**src/rtl/pmgs_pkg.sv**
```systemverilog
// Shared types, constants and a helper function of the plate model gravity sum block.
package pmgs_pkg;

  localparam int MaxFaces   = 1024;
  localparam int FaceIdxW   = 10;
  localparam int CntW       = 11;
  localparam int CoordW     = 32;
  localparam int FracBits   = 16;
  localparam int UFrac      = 28;
  localparam int DiffW      = CoordW + 1;
  localparam int NormW      = UFrac;
  localparam int R2W        = 58;
  localparam int SqW        = 60;
  localparam int RnW        = 30;
  localparam int DivW       = 62;
  localparam int UW         = 30;
  localparam int MulBW      = 35;
  localparam int ProdW      = 64;
  localparam int AccW       = 64;
  localparam int WW         = 35;
  localparam int ProjW      = ProdW - UFrac;
  localparam int VW         = ProjW + 1;
  localparam int ShW        = 6;
  localparam int FaceW      = 6 * CoordW;
  localparam int SqrtLast   = 29;
  localparam int DivLast    = DivW - 1;
  localparam int StepW      = 6;

  typedef enum logic [4:0] {
    OP_NONE,
    OP_LOAD,
    OP_START,
    OP_READ,
    OP_DIFF,
    OP_NORM,
    OP_SQ,
    OP_SQACC,
    OP_SQRT_INIT,
    OP_SQRT_STEP,
    OP_DIVU_INIT,
    OP_DIV_STEP,
    OP_USTORE,
    OP_TN,
    OP_TACC,
    OP_W,
    OP_UW,
    OP_V,
    OP_DIVA_INIT,
    OP_ACCQ,
    OP_NEXT,
    OP_FINISH
  } op_e;

  typedef struct packed {
    op_e        op;
    logic [1:0] lane;
  } cmd_t;

  typedef struct packed {
    logic zero_dist;
    logic overflow;
    logic last_face;
    logic cnt_zero;
  } stat_t;

  // Bit 64 of the result is the clip flag, bits 63:0 the clipped sum.
  function automatic logic [AccW:0] add_clip(input logic signed [AccW-1:0] a,
                                             input logic signed [AccW-1:0] b);
    logic signed [AccW:0] s;
    logic signed [AccW:0] lim;
    s   = {a[AccW-1], a} + {b[AccW-1], b};
    lim = {3'b001, {(AccW-2){1'b0}}};
    if (s > lim) begin
      return {1'b1, lim[AccW-1:0]};
    end else if (s < -lim) begin
      return {1'b1, (-lim[AccW-1:0])};
    end
    return {1'b0, s[AccW-1:0]};
  endfunction

endpackage

```
**src/rtl/pmgs_ctrl.sv**
```systemverilog
// Sequencer that steps the face datapath through each query.
module pmgs_ctrl (
  input  logic           clk_i,
  input  logic           rst_ni,
  input  logic           start,
  input  logic           func_i,
  input  pmgs_pkg::stat_t stat_i,
  output pmgs_pkg::cmd_t  cmd_o,
  output logic           busy
);
  import pmgs_pkg::*;

  typedef enum logic [4:0] {
    S_IDLE, S_READ, S_DIFF, S_NORM, S_SQ, S_SQACC, S_SQRT_INIT, S_SQRT,
    S_DIVU_INIT, S_DIVU, S_USTORE, S_TN, S_TACC, S_W, S_UW, S_V,
    S_DIVA_INIT, S_DIVA, S_ACCQ, S_NEXT, S_FINISH
  } state_e;

  state_e           state_q, state_d;
  logic [1:0]       lane_q, lane_d;
  logic [StepW-1:0] step_q, step_d;

  assign busy = (state_q != S_IDLE);

  always_comb begin
    state_d    = state_q;
    lane_d     = lane_q;
    step_d     = step_q;
    cmd_o.op   = OP_NONE;
    cmd_o.lane = lane_q;
    unique case (state_q)
      S_IDLE: begin
        if (start) begin
          if (!func_i) begin
            cmd_o.op = OP_LOAD;
          end else begin
            cmd_o.op = OP_START;
            state_d  = stat_i.cnt_zero ? S_FINISH : S_READ;
          end
        end
      end
      S_READ: begin
        cmd_o.op = OP_READ;
        state_d  = S_DIFF;
      end
      S_DIFF: begin
        cmd_o.op = OP_DIFF;
        state_d  = S_NORM;
      end
      S_NORM: begin
        cmd_o.op = OP_NORM;
        lane_d   = 2'd0;
        state_d  = stat_i.zero_dist ? S_NEXT : S_SQ;
      end
      S_SQ: begin
        cmd_o.op = OP_SQ;
        state_d  = S_SQACC;
      end
      S_SQACC: begin
        cmd_o.op = OP_SQACC;
        if (lane_q == 2'd2) begin
          state_d = S_SQRT_INIT;
        end else begin
          lane_d  = lane_q + 2'd1;
          state_d = S_SQ;
        end
      end
      S_SQRT_INIT: begin
        cmd_o.op = OP_SQRT_INIT;
        step_d   = '0;
        state_d  = S_SQRT;
      end
      S_SQRT: begin
        cmd_o.op = OP_SQRT_STEP;
        step_d   = step_q + 1'b1;
        if (step_q == StepW'(SqrtLast)) begin
          lane_d  = 2'd0;
          state_d = S_DIVU_INIT;
        end
      end
      S_DIVU_INIT: begin
        cmd_o.op = OP_DIVU_INIT;
        step_d   = '0;
        state_d  = S_DIVU;
      end
      S_DIVU: begin
        cmd_o.op = OP_DIV_STEP;
        step_d   = step_q + 1'b1;
        if (step_q == StepW'(DivLast)) begin
          state_d = S_USTORE;
        end
      end
      S_USTORE: begin
        cmd_o.op = OP_USTORE;
        if (lane_q == 2'd2) begin
          lane_d  = 2'd0;
          state_d = S_TN;
        end else begin
          lane_d  = lane_q + 2'd1;
          state_d = S_DIVU_INIT;
        end
      end
      S_TN: begin
        cmd_o.op = OP_TN;
        state_d  = S_TACC;
      end
      S_TACC: begin
        cmd_o.op = OP_TACC;
        if (lane_q == 2'd2) begin
          state_d = S_W;
        end else begin
          lane_d  = lane_q + 2'd1;
          state_d = S_TN;
        end
      end
      S_W: begin
        cmd_o.op = OP_W;
        lane_d   = 2'd0;
        state_d  = S_UW;
      end
      S_UW: begin
        cmd_o.op = OP_UW;
        state_d  = S_V;
      end
      S_V: begin
        cmd_o.op = OP_V;
        state_d  = stat_i.overflow ? S_ACCQ : S_DIVA_INIT;
      end
      S_DIVA_INIT: begin
        cmd_o.op = OP_DIVA_INIT;
        step_d   = '0;
        state_d  = S_DIVA;
      end
      S_DIVA: begin
        cmd_o.op = OP_DIV_STEP;
        step_d   = step_q + 1'b1;
        if (step_q == StepW'(DivLast)) begin
          state_d = S_ACCQ;
        end
      end
      S_ACCQ: begin
        cmd_o.op = OP_ACCQ;
        if (lane_q == 2'd2) begin
          state_d = S_NEXT;
        end else begin
          lane_d  = lane_q + 2'd1;
          state_d = S_UW;
        end
      end
      S_NEXT: begin
        cmd_o.op = OP_NEXT;
        state_d  = stat_i.last_face ? S_FINISH : S_READ;
      end
      S_FINISH: begin
        cmd_o.op = OP_FINISH;
        state_d  = S_IDLE;
      end
      default: state_d = S_IDLE;
    endcase
  end

  always_ff @(posedge clk_i or negedge rst_ni) begin
    if (!rst_ni) begin
      state_q <= S_IDLE;
      lane_q  <= 2'd0;
      step_q  <= '0;
    end else begin
      state_q <= state_d;
      lane_q  <= lane_d;
      step_q  <= step_d;
    end
  end

endmodule

```
**config.mk**
```make
export PLATFORM = sky130hd
export DESIGN_NAME = pmgs_ctrl
export DESIGN_NICKNAME = d
export VERILOG_FILES = /design/src/rtl/pmgs_pkg.sv /design/src/rtl/pmgs_ctrl.sv
export SDC_FILE = /design/constraint.sdc
export NUM_CORES = 1
export LEC_CHECK = 0
export BUFFER_PORTS_ARGS = -buffer_cell sky130_fd_sc_hd__buf_2
export CAP_MARGIN = 20
export CORE_MARGIN = 2
export CORE_UTILIZATION = 60
export CTS_BUF_LIST = sky130_fd_sc_hd__clkbuf_8
export DETAILED_ROUTE_END_ITERATION = 6
export PLACE_DENSITY = 0.89
export RECOVER_POWER = 100
export SLEW_MARGIN = 20
export SYNTH_ARGS = -nofsm -noshare
export SYNTH_HDL_FRONTEND = slang
export SYNTH_SLANG_ARGS = --single-unit
```
**constraint.sdc**
```tcl
create_clock -name clk_i -period 2.9 [get_ports clk_i]
set_input_delay 0 -clock clk_i [delete_from_list [all_inputs] [get_ports clk_i]]
set_output_delay 0 -clock clk_i [all_outputs]
set_load 0.005 [all_outputs]
```
Word level (Yosys, flattened, before mapping)
Index checks and enable logic that the tools add are counted.
Word-level totals
  register bits: 13
  input port bits: 8
  logic and storage cells: 67
Operators by class
  $add $sub $neg: 2
  equality and inequality tests: 29
  muxes and demuxes: 22
  reduce and logical (&&, ||, !) cells: 11
Operators with widths (number)
  $pmux W5 S20: 2
  $mux W5: 9
  $eq A5 B4 Y1 const B: 8
  $eq A5 B5 Y1 const B: 5
  $eq A5 B3 Y1 const B: 4
  $mux W2: 8
  $ne A2 B2 Y1 const B: 6
  $pmux W6 S2: 1
  $eq A5 B2 Y1 const B: 2
  $reduce_or A3 Y1: 3
  $pmux W2 S4: 1
  $add A6 B1 Y6 const B: 1
  $eq A6 B5 Y1 const B: 1
  $eq A6 B6 Y1 const B: 1
  $eq A5 B1 Y1 const B: 1
  $logic_not A5 Y1: 1
  $reduce_and A5 Y1: 1
  $reduce_bool A5 Y1: 1
  $reduce_bool A4 Y1: 1
  $reduce_or A2 Y1: 2
  $mux W3: 1
  $reduce_and A3 Y1: 1
  $add A2 B1 Y2 const B: 1
  $eq A2 B2 Y1 const B: 1
  $reduce_bool A2 Y1: 1

Depth between registers and ports, before layout
Gate-level depths: netlist of run 1.
  depth after elaboration: 4
  mapped depth: 8
  depth with buffers taken out: 7

Worst setup path before layout of run 1
OpenSTA, ideal clock, no wires.
  kind: register -> register
  start point: reg state_q[1]
  end point: reg state_q[3]
  library setup time: 125 ps
  arrival time: 1634 ps
  data required time: 2775 ps
  setup slack: 1141 ps
  stages on the path, launching flop included: 7
  buffers on the path: 1
  clock period less this slack: 1759 ps
  cell sequence: dfrtp_1 buf_6 or2_1 or3_1 a211oi_2 a21oi_1 mux2_4
Between the ends
  word-level cells in the longest chain between the ends: 3
  elaborated cells between the ends (all ways): 27
RTL lines
  from (decl): RTL line pmgs_ctrl.sv:19  | state_e state_q, state_d;
  from (signal assigned): RTL line pmgs_ctrl.sv:168  | state_q <= state_d;
  $eq A5 B4 Y1, or another cell as far along: RTL line pmgs_ctrl.sv:31  | unique case (state_q)
  $ne A2 B2 Y1 (no line)
  $reduce_and A5 Y1 (no line)
Parallel ways exist; a longest one is shown, timed or not.
A chain may end at the register's enable or synchronous reset.

Worst setup path in the final report of run 1
  start point: reg state_q[4]
  end point: reg state_q[4]
The elaborated chain is that of the path after synthesis.

==> results of run 1 <==
==> path summary, 6_finish.rpt <==
path | slack [ps] | from | end
min reg2reg | 570 | step_q[0] | step_q[0]
min in group asynchronous | 320 | rst_ni | step_q[1]
max | 410 | state_q[4] | state_q[4]
min | 240 | stat_i[3] | state_q[1]
max in group asynchronous | 2120 | rst_ni | step_q[4]
max reg2reg | 410 | state_q[4] | state_q[4]
==> routing by layer <==
| metal | global-route usage | vias to the layer above |
|---|---|---|
| met1 | 0.435 | 633 |
| met2 | 0.456 | 92 |
| met3 | 0.0327 | 21 |
| met4 | 0.108 | 0 |
| met5 | 0 | - |
| li1 | - | 646 |
==> registers in the layout (all words and copies together) (netlist names) <==
| register | count |
|---|---|
| step_q | 6 |
| state_q | 5 |
| lane_q | 2 |
==> where the power goes <==
part / switching (mW) / internal, mW / leakage [nW]
clock: 0.0732 / 0.0938 / 0.0269
sequential: 0.161 / 0.239 / 0.169
combinational: 0.445 / 0.343 / 0.361
total: 0.680 / 0.676 / 0.557
==> cells by family (layout without fill, tap and decap cells) <==
kind of cell / after synthesis / after routing / share of synthesized area
and+or+nand+nor: 65 / 65 / 0.264
AOI/OAI and AO/OA: 60 / 60 / 0.314
buffers and inverters: 22 / 30 / 0.0767
DFF: 13 / 13 / 0.249
adders and majority gates: 5 / 5 / 0.0479
muxes: 5 / 5 / 0.0422
xor gates and xnor gates: 1 / 1 / 0.00671
==> metrics by stage <==
step	utilization	std cells
final	0.698	206
after global routing	0.698	206
after CTS	0.706	206
after detailed placement	0.679	201
after global placement	0.679	201
after floorplan	-	171
==> Yosys cell counts (6+ instances only) <==
library cell and n:
sky130_fd_sc_hd__nand2_1 14, sky130_fd_sc_hd__o21ai_0 6, sky130_fd_sc_hd__buf_2 8, sky130_fd_sc_hd__dfrtp_1 13
sky130_fd_sc_hd__a31oi_1 7, sky130_fd_sc_hd__nor2b_1 7, sky130_fd_sc_hd__a21oi_1 11, sky130_fd_sc_hd__nor3_1 7
sky130_fd_sc_hd__inv_1 6, sky130_fd_sc_hd__nand2b_1 8, sky130_fd_sc_hd__nor2_1 12
==> critical path, delay by kind of cell (launching register included) <==
family,cells,cell delay (ps)
buf+inv,1,420
flops,1,810
compound gates,3,520
simple gates,2,610
==> area by class of cell <==
| class | instances | area, um2 |
|---|---|---|
| multi-input cells | 136 | 870 |
| fillers | 158 | 604 |
| flip-flops and latches | 13 | 325 |
| repair buffers | 18 | 93.8 |
| clock buffers | 3 | 41.3 |
| well taps | 27 | 33.8 |
| inverters | 8 | 30.0 |
| clock inverters | 1 | 3.75 |
==> run metrics, run 1 <==
cell area after placement 0.00136 mm2; DR vias/cell 6.76; Design Power 1.36 mW; top library cells by usage in the layout, fill and taps aside sky130_fd_sc_hd__nand2_1, sky130_fd_sc_hd__dfrtp_1, sky130_fd_sc_hd__nor2_1, sky130_fd_sc_hd__a21oi_1; Critical Path AT 2610 ps; number of cell instances on the worst register-to-register path 6; post-synthesis instance total 171; last weighted congestion value of the routability-driven placer 0.934; most used flip-flop cell after synthesis sky130_fd_sc_hd__dfrtp_1; highest clock frequency the design can meet 402 MHz; kind of start point of the critical path flop; average footprint of a synthesized cell 7.63 um2; pin count of the biggest net entering global routing 26; clk_lat worst skew 250 ps; final worst hold slack 236 ps; endpoints failing hold 0; highest-delay cell along the critical path sky130_fd_sc_hd__dfrtp_1; post-layout min period 2490 ps; number of cells on the worst hold path 4; met3 wire len 328 um; uppermost metal layer occupied by signal nets met4; startpoint-to-endpoint class of the critical path reg -> reg; Met2 Wirelength 1550 um; peak per-stage delay on the critical path 810 ps; critical path, cell by cell nor2b_1 > a2bb2oi_1 > clkbuf_1 > a211oi_2 > or2_0 > o32ai_1; final wirelength 3460 um; kind of end point of the critical path flop; number of optimization iterations in the first detailed-route pass 5; sinks on the clock net 13; Tightest Pin Transition 739 ps; Initial Utilization 0.652; Non-Filler Cell Area, Final 0.00140 mm2; number of gates resized after CTS 0; total number of nets in the final design 193; row count 16; Post-Place Worst Slack 656 ps; max-cap violations 0; unrepaired setup endpoints after global routing no; DRC 0; Synth area leaders sky130_fd_sc_hd__dfrtp_1, sky130_fd_sc_hd__ha_1, sky130_fd_sc_hd__a21oi_1, sky130_fd_sc_hd__nand2_1, sky130_fd_sc_hd__nand2b_1; number of global-route vias before repair 1212; Port Buffer Count 15; clock root buffer sky130_fd_sc_hd__clkbuf_8; All-Layer GR Usage 0.300; vias after detailed routing 1392; DIE WIDTH 50.6 um; register area share after synthesis 0.249; met1 wire length 1460 um; leakage power total 0.557 nW; unique cell type count in the Yosys netlist 50; data required time of the worst path 3020 ps; Yosys reg bits 13; worst path setup slack after routing 410 ps; number of buffers inserted during clock tree synthesis 3; Post-Route Skew 1.27 ps; top cell type's share of synthesized area 0.249; TritonCTS clock tree done; # diodes 0; IR drop worst, VDD 0.521 mV; combined area of all synthesized cells 0.00131 mm2; number of nets with antenna violations after detailed routing 0; worst hold-check path type in -> reg; relative slew slack 0.507; number of antenna violations at the first check in global routing 0; portion of the clock cycle consumed by the worst path in the final layout 0.859; outcome finished, final reports clean; total negative slack 0 ps; Synthesis Warnings 0; share of cells above drive strength 1 0.117; I/O pin cnt 16; number of buffers on the longest clock path 2; global-route wire length before repair 5880 um; library cell occupying the most area in the post-synthesis netlist sky130_fd_sc_hd__dfrtp_1; final count of pins violating max slew 0; Power Density 970 mW/mm2; share of flip-flops with an asynchronous set or reset 1.00; number of enable-type register cells in the synthesized netlist 0; commonest non-fill, non-tap cell in the layout sky130_fd_sc_hd__nand2_1; die area 0.00256 mm2; final HPWL from detailed placement 2440 um; hold buffer count at CTS 1; DRT iter0 DRCs 128; area inside the core boundary 0.00200 mm2; clock slew at the register clock pins of the worst setup and hold paths 60 ps; post-CTS setup buffers 0; Overflow after GRT 0; Die Span Y 50.6 um; number of failing setup endpoints in the final timing report 0; number of nets produced by synthesis 184; level count of the clock H-tree 1; DR WL/cell 16.8 um; growth of design area from synthesis to finish 7.09%; maximum fanout count along the critical path 24
Power figures use the tool's default switching activity.
==> run 2, diff against run 1 <==
==> constraint.sdc (replaced) <==
create_clock -name clk_i -period 2.6 [get_ports clk_i]
set_input_delay 0 -clock clk_i [delete_from_list [all_inputs] [get_ports clk_i]]
set_output_delay 0 -clock clk_i [all_outputs]
set_load 0.005 [all_outputs]
==> run metrics, run 2 (synthesis gave the netlist of run 1 again) <==
Power Density 1080 mW/mm2; Pint 0.763 mW; final wirelength 3440 um; startpoint-to-endpoint class of the critical path reg -> reg; maximum fanout count along the critical path 19; number of cell instances on the worst register-to-register path 5; critical path, cell by cell nor2b_1 > a31oi_1 > a211oi_1 > or2_0 > o32ai_1; leakage power total 0.561 nW; relative slew slack 0.527; number of global-route vias before repair 1227; Die Span Y 50.6 um; kind of end point of the critical path flop; DRC 0; register bank with the most flops step_q; outcome finished, final reports clean; count of buffer and inverter cells on the critical path 0; proportion of power drawn by combinational gates 0.619; clock root buffer sky130_fd_sc_hd__clkbuf_8; total number of nets in the final design 195; CP Launch Point state_q[2]; DR WL/cell 16.5 um; clock slew at the register clock pins of the worst setup and hold paths 60 ps; Worst R2R Setup Slack 290 ps; top library cells by usage in the layout, fill and taps aside sky130_fd_sc_hd__nand2_1, sky130_fd_sc_hd__dfrtp_1, sky130_fd_sc_hd__nor2_1, sky130_fd_sc_hd__a21oi_1, sky130_fd_sc_hd__buf_2; pin count of the biggest net entering global routing 26; launching point of the worst reg2reg path state_q[2]; data required time of the worst path 2720 ps; last weighted congestion value of the routability-driven placer 0.917; commonest non-fill, non-tap cell in the layout sky130_fd_sc_hd__nand2_1; DIE WIDTH 50.6 um; DRT iter0 DRCs 88; share of cells above drive strength 1 0.116; TritonCTS clock tree done; global-route wire length before repair 5690 um; hold_sp stat_i[0]; power share of the clock group 0.119; level count of the clock H-tree 1; highest clock frequency the design can meet 434 MHz; number of failing setup endpoints in the final timing report 0; die area 0.00256 mm2; cell type group with the largest total delay on the critical path simple AND/OR/NAND/NOR gates; number of buffers on the longest clock path 2; Tightest Pin Transition 709 ps; number of flip-flops under the largest register name 6; Initial Utilization 0.652; final HPWL from detailed placement 2400 um; unrepaired setup endpoints after global routing no; Critical path destination state_q[4]; peak per-stage delay on the critical path 660 ps; final count of pins violating max slew 0; cell area after placement 0.00137 mm2; endpoints failing hold 0; count of filler cells inserted in the layout 167; max-cap violations 0; kind of start point of the critical path flop; # diodes 0; number of optimization iterations in the first detailed-route pass 5; instance count on the critical path 5; highest-delay cell along the critical path sky130_fd_sc_hd__dfrtp_1; sequential group share of total power 0.262; area inside the core boundary 0.00200 mm2; sinks on the clock net 13; vias after detailed routing 1385; number of buffers inserted during clock tree synthesis 3; Switching Power 0.762 mW; number of antenna violations at the first check in global routing 0; Overflow after GRT 0; Post-Route Skew 0.645 ps; IR drop worst, VDD 0.831 mV; All-Layer GR Usage 0.293; reg-to-reg endpoint state_q[4]; Non-Filler Cell Area, Final 0.00141 mm2; Sw Ratio 0.500; Port Buffer Count 15; I/O pin cnt 16; clk_lat worst skew 250 ps; portion of the clock cycle consumed by the worst path in the final layout 0.887; Critical Path AT 2420 ps; Largest regs step_q x6, state_q x5, lane_q x2; growth of design area from synthesis to finish 7.86%; worst hold-check path type in -> reg; post-layout min period 2310 ps; total negative slack 0 ps; number of nets with antenna violations after detailed routing 0; row count 16; DR vias/cell 6.66
-- run 2: repair_timing --
action | CTS | global route
endpoints found under the setup margin | 0 | 0
setup buffers | 0 | 0
hold buffers | 1 | 0
gates resized for setup | 0 | 0
endpoints found under the hold margin | 13 | 0
-- run 2: power groups by stage --
stage / registers [mW] / logic (mW) / clock network (mW)
after floorplan: 0.320 / 0.792 / 0
after global placement: 0.390 / 0.914 / 0
after detailed placement: 0.397 / 0.944 / 0
after global routing: 0.415 / 1.03 / 0.192
after CTS: 0.395 / 0.955 / 0.183
final: 0.399 / 0.944 / 0.182
-- run 2: layer usage --
metal  track usage  up-vias  wire [um]
li1              -      649          -
met1         0.361      632       1380
met2         0.500       85       1640
met3        0.0357       19        301
met4         0.144        0        119
met5             0        -          0
-- run 2: worst min path at each step --
stage	depth (start not counted)	endpoint
detailed placement	1	step_q[3]
global placement	1	step_q[3]
global route	4	state_q[1]
CTS	2	step_q[3]
finish	5	state_q[2]
floorplan	0	lane_q[0]
-- run 2: tightest hold or removal path, stage by stage --
cell and delay (ps):
sky130_fd_sc_hd__buf_2 90, sky130_fd_sc_hd__a21oi_1 70, sky130_fd_sc_hd__o31ai_1 60, sky130_fd_sc_hd__a211oi_1 80, sky130_fd_sc_hd__o21ai_1 130
-- run 2: area by class of cell --
class	instances	area [um2]	share of cell area
flip-flops and latches	13	325	0.231
multi-input cells	136	870	0.618
repair buffers	20	104	0.0738
inverters	8	30.0	0.0213
clock inverters	1	3.75	0.00267
clock buffers	3	41.3	0.0293
well taps	27	33.8	0.0240
-- run 2: through the flow --
| step | hold slack, ps | power (mW) | worst slack, ps | cells | utilization |
|---|---|---|---|---|---|
| floorplan | -296 | 1.11 | 841 | 171 | - |
| global placement | -106 | 1.30 | 574 | 203 | 0.686 |
| detailed placement | -95.8 | 1.34 | 458 | 203 | 0.686 |
| CTS | 174 | 1.53 | 443 | 208 | 0.714 |
| global route | 253 | 1.64 | 171 | 208 | 0.703 |
| finish | 220 | 1.52 | 294 | 208 | 0.703 |
==> run 3, diff against run 2 <==
--- a/config.mk
+++ b/config.mk
@@ -5,7 +5,7 @@
 export SDC_FILE = /design/constraint.sdc
 export NUM_CORES = 1
 export LEC_CHECK = 0
-export BUFFER_PORTS_ARGS = -buffer_cell sky130_fd_sc_hd__buf_2
+export BUFFER_PORTS_ARGS = -buffer_cell sky130_fd_sc_hd__clkbuf_2
 export CAP_MARGIN = 20
 export CORE_MARGIN = 2
 export CORE_UTILIZATION = 60
==> run metrics, run 3 (synthesis gave the netlist of run 1 again) <==
outcome finished, final reports clean; area inside the core boundary 0.00200 mm2; critical path, cell by cell nor3b_1 > a22oi_1 > o2bb2ai_1 > a211oi_1 > mux2i_1; number of failing setup endpoints in the final timing report 0; Port Buffer Count 15; peak per-stage delay on the critical path 780 ps; commonest non-fill, non-tap cell in the layout sky130_fd_sc_hd__nand2_1; data required time of the worst path 2780 ps; worst hold-check path type in -> reg; count of buffer and inverter cells on the critical path 0; clock root buffer sky130_fd_sc_hd__clkbuf_8; DRC 0; I/O pin cnt 16; growth of design area from synthesis to finish 7.86%; cell area after placement 0.00137 mm2; TritonCTS clock tree done; cell type group with the largest total delay on the critical path compound AO/OA/AOI/OAI gates; highest clock frequency the design can meet 436 MHz; vias after detailed routing 1396; Power Density 1090 mW/mm2; leakage power total 0.568 nW; die area 0.00256 mm2; number of flip-flops under the largest register name 6; number of global-route vias before repair 1236; highest-delay cell along the critical path sky130_fd_sc_hd__dfrtp_1; Largest regs step_q x6, state_q x5, lane_q x2; final worst hold slack 228 ps; All-Layer GR Usage 0.297; DIE WIDTH 50.6 um; endpoints failing hold 0; post-CTS setup buffers 0; Overflow after GRT 0; maximum fanout count along the critical path 25; total number of nets in the final design 195; Post-Route Skew 2.61 ps; final HPWL from detailed placement 2450 um; level count of the clock H-tree 1; DR WL/cell 17.1 um; last weighted congestion value of the routability-driven placer 0.917; portion of the clock cycle consumed by the worst path in the final layout 0.882; unrepaired setup endpoints after global routing no; clk_lat worst skew 250 ps; number of buffers on the longest clock path 2; number of optimization iterations in the first detailed-route pass 6; DR vias/cell 6.71; share of cells above drive strength 1 0.122; share of the core filled with cells 0.703; row count 16; IR drop worst, VDD 0.850 mV; Critical Path AT 2470 ps; final count of pins violating max slew 0; final wirelength 3550 um; number of buffers inserted during clock tree synthesis 3; kind of start point of the critical path flop; relative slew slack 0.530; startpoint-to-endpoint class of the critical path reg -> reg; # diodes 0; sinks on the clock net 13; Non-Filler Cell Area, Final 0.00141 mm2; pin count of the biggest net entering global routing 26; max-cap violations 0; Die Span Y 50.6 um; Initial Utilization 0.652; DRT iter0 DRCs 81; number of nets with antenna violations after detailed routing 0; clock slew at the register clock pins of the worst setup and hold paths 60 ps; total negative slack 0 ps; Tightest Pin Transition 705 ps; kind of end point of the critical path flop; number of antenna violations at the first check in global routing 0; post-layout min period 2290 ps; top library cells by usage in the layout, fill and taps aside sky130_fd_sc_hd__nand2_1, sky130_fd_sc_hd__clkbuf_2, sky130_fd_sc_hd__dfrtp_1, sky130_fd_sc_hd__nor2_1, sky130_fd_sc_hd__a21oi_1; Design Power 1.54 mW; global-route wire length before repair 5680 um; register bank with the most flops step_q
-- run 3: power breakdown --
group / switching [mW] / total, mW / internal (mW) / leakage (nW)
combinational: 0.560 / 0.953 / 0.393 / 0.372
clock: 0.0822 / 0.187 / 0.105 / 0.0269
sequential: 0.129 / 0.396 / 0.268 / 0.169
total: 0.771 / 1.54 / 0.766 / 0.568
-- run 3: path summary, 6_finish.rpt --
kind / depth (start not counted) / to / start / slack [ps]
max in group asynchronous: 2 / step_q[4] / rst_ni / 1850
min in group asynchronous: 2 / step_q[1] / rst_ni / 300
worst max-delay path: 5 / lane_q[0] / state_q[3] / 310
worst min-delay path: 5 / state_q[2] / stat_i[0] / 230
worst max register to register: 5 / lane_q[0] / state_q[3] / 310
worst min register to register: 2 / step_q[1] / step_q[1] / 550
-- run 3: area by class of cell --
type                       count  area (um2)
multi-input combinational    136         865
inverter                       8        30.0
timing repair buffer          20         109
clock buffer                   3        41.3
clock inverter                 1        3.75
sequential                    13         325
fill                         185         594
tap                           27        33.8
-- run 3: worst min-delay path, cell delays in order --
cell                       delay, ps
sky130_fd_sc_hd__clkbuf_2         90
sky130_fd_sc_hd__a21oi_1          70
sky130_fd_sc_hd__o31ai_1          60
sky130_fd_sc_hd__a211oi_1         90
sky130_fd_sc_hd__o21ai_1         130
-- run 3: per-stage QoR --
stage | setup slack [ps] | cells
2_1_floorplan | 841 | 171
3_3_place_gp | 566 | 203
6_report | 306 | 208
5_1_grt | 166 | 208
3_5_place_dp | 497 | 203
4_1_cts | 485 | 208
-- run 3: metal layers --
layer  global-route usage  vias to the layer above  part of all wire
met1                0.365                      621              0.38
met4                0.149                        0             0.057
met3               0.0476                       31             0.091
met2                0.500                       97              0.47
li1                     -                      647                 -
met5                    0                        -                 0
-- run 3: what timing repair did --
action	in CTS	in global routing
hold endpoints to repair	13	0
hold buffers	1	0
gates resized for setup	0	0
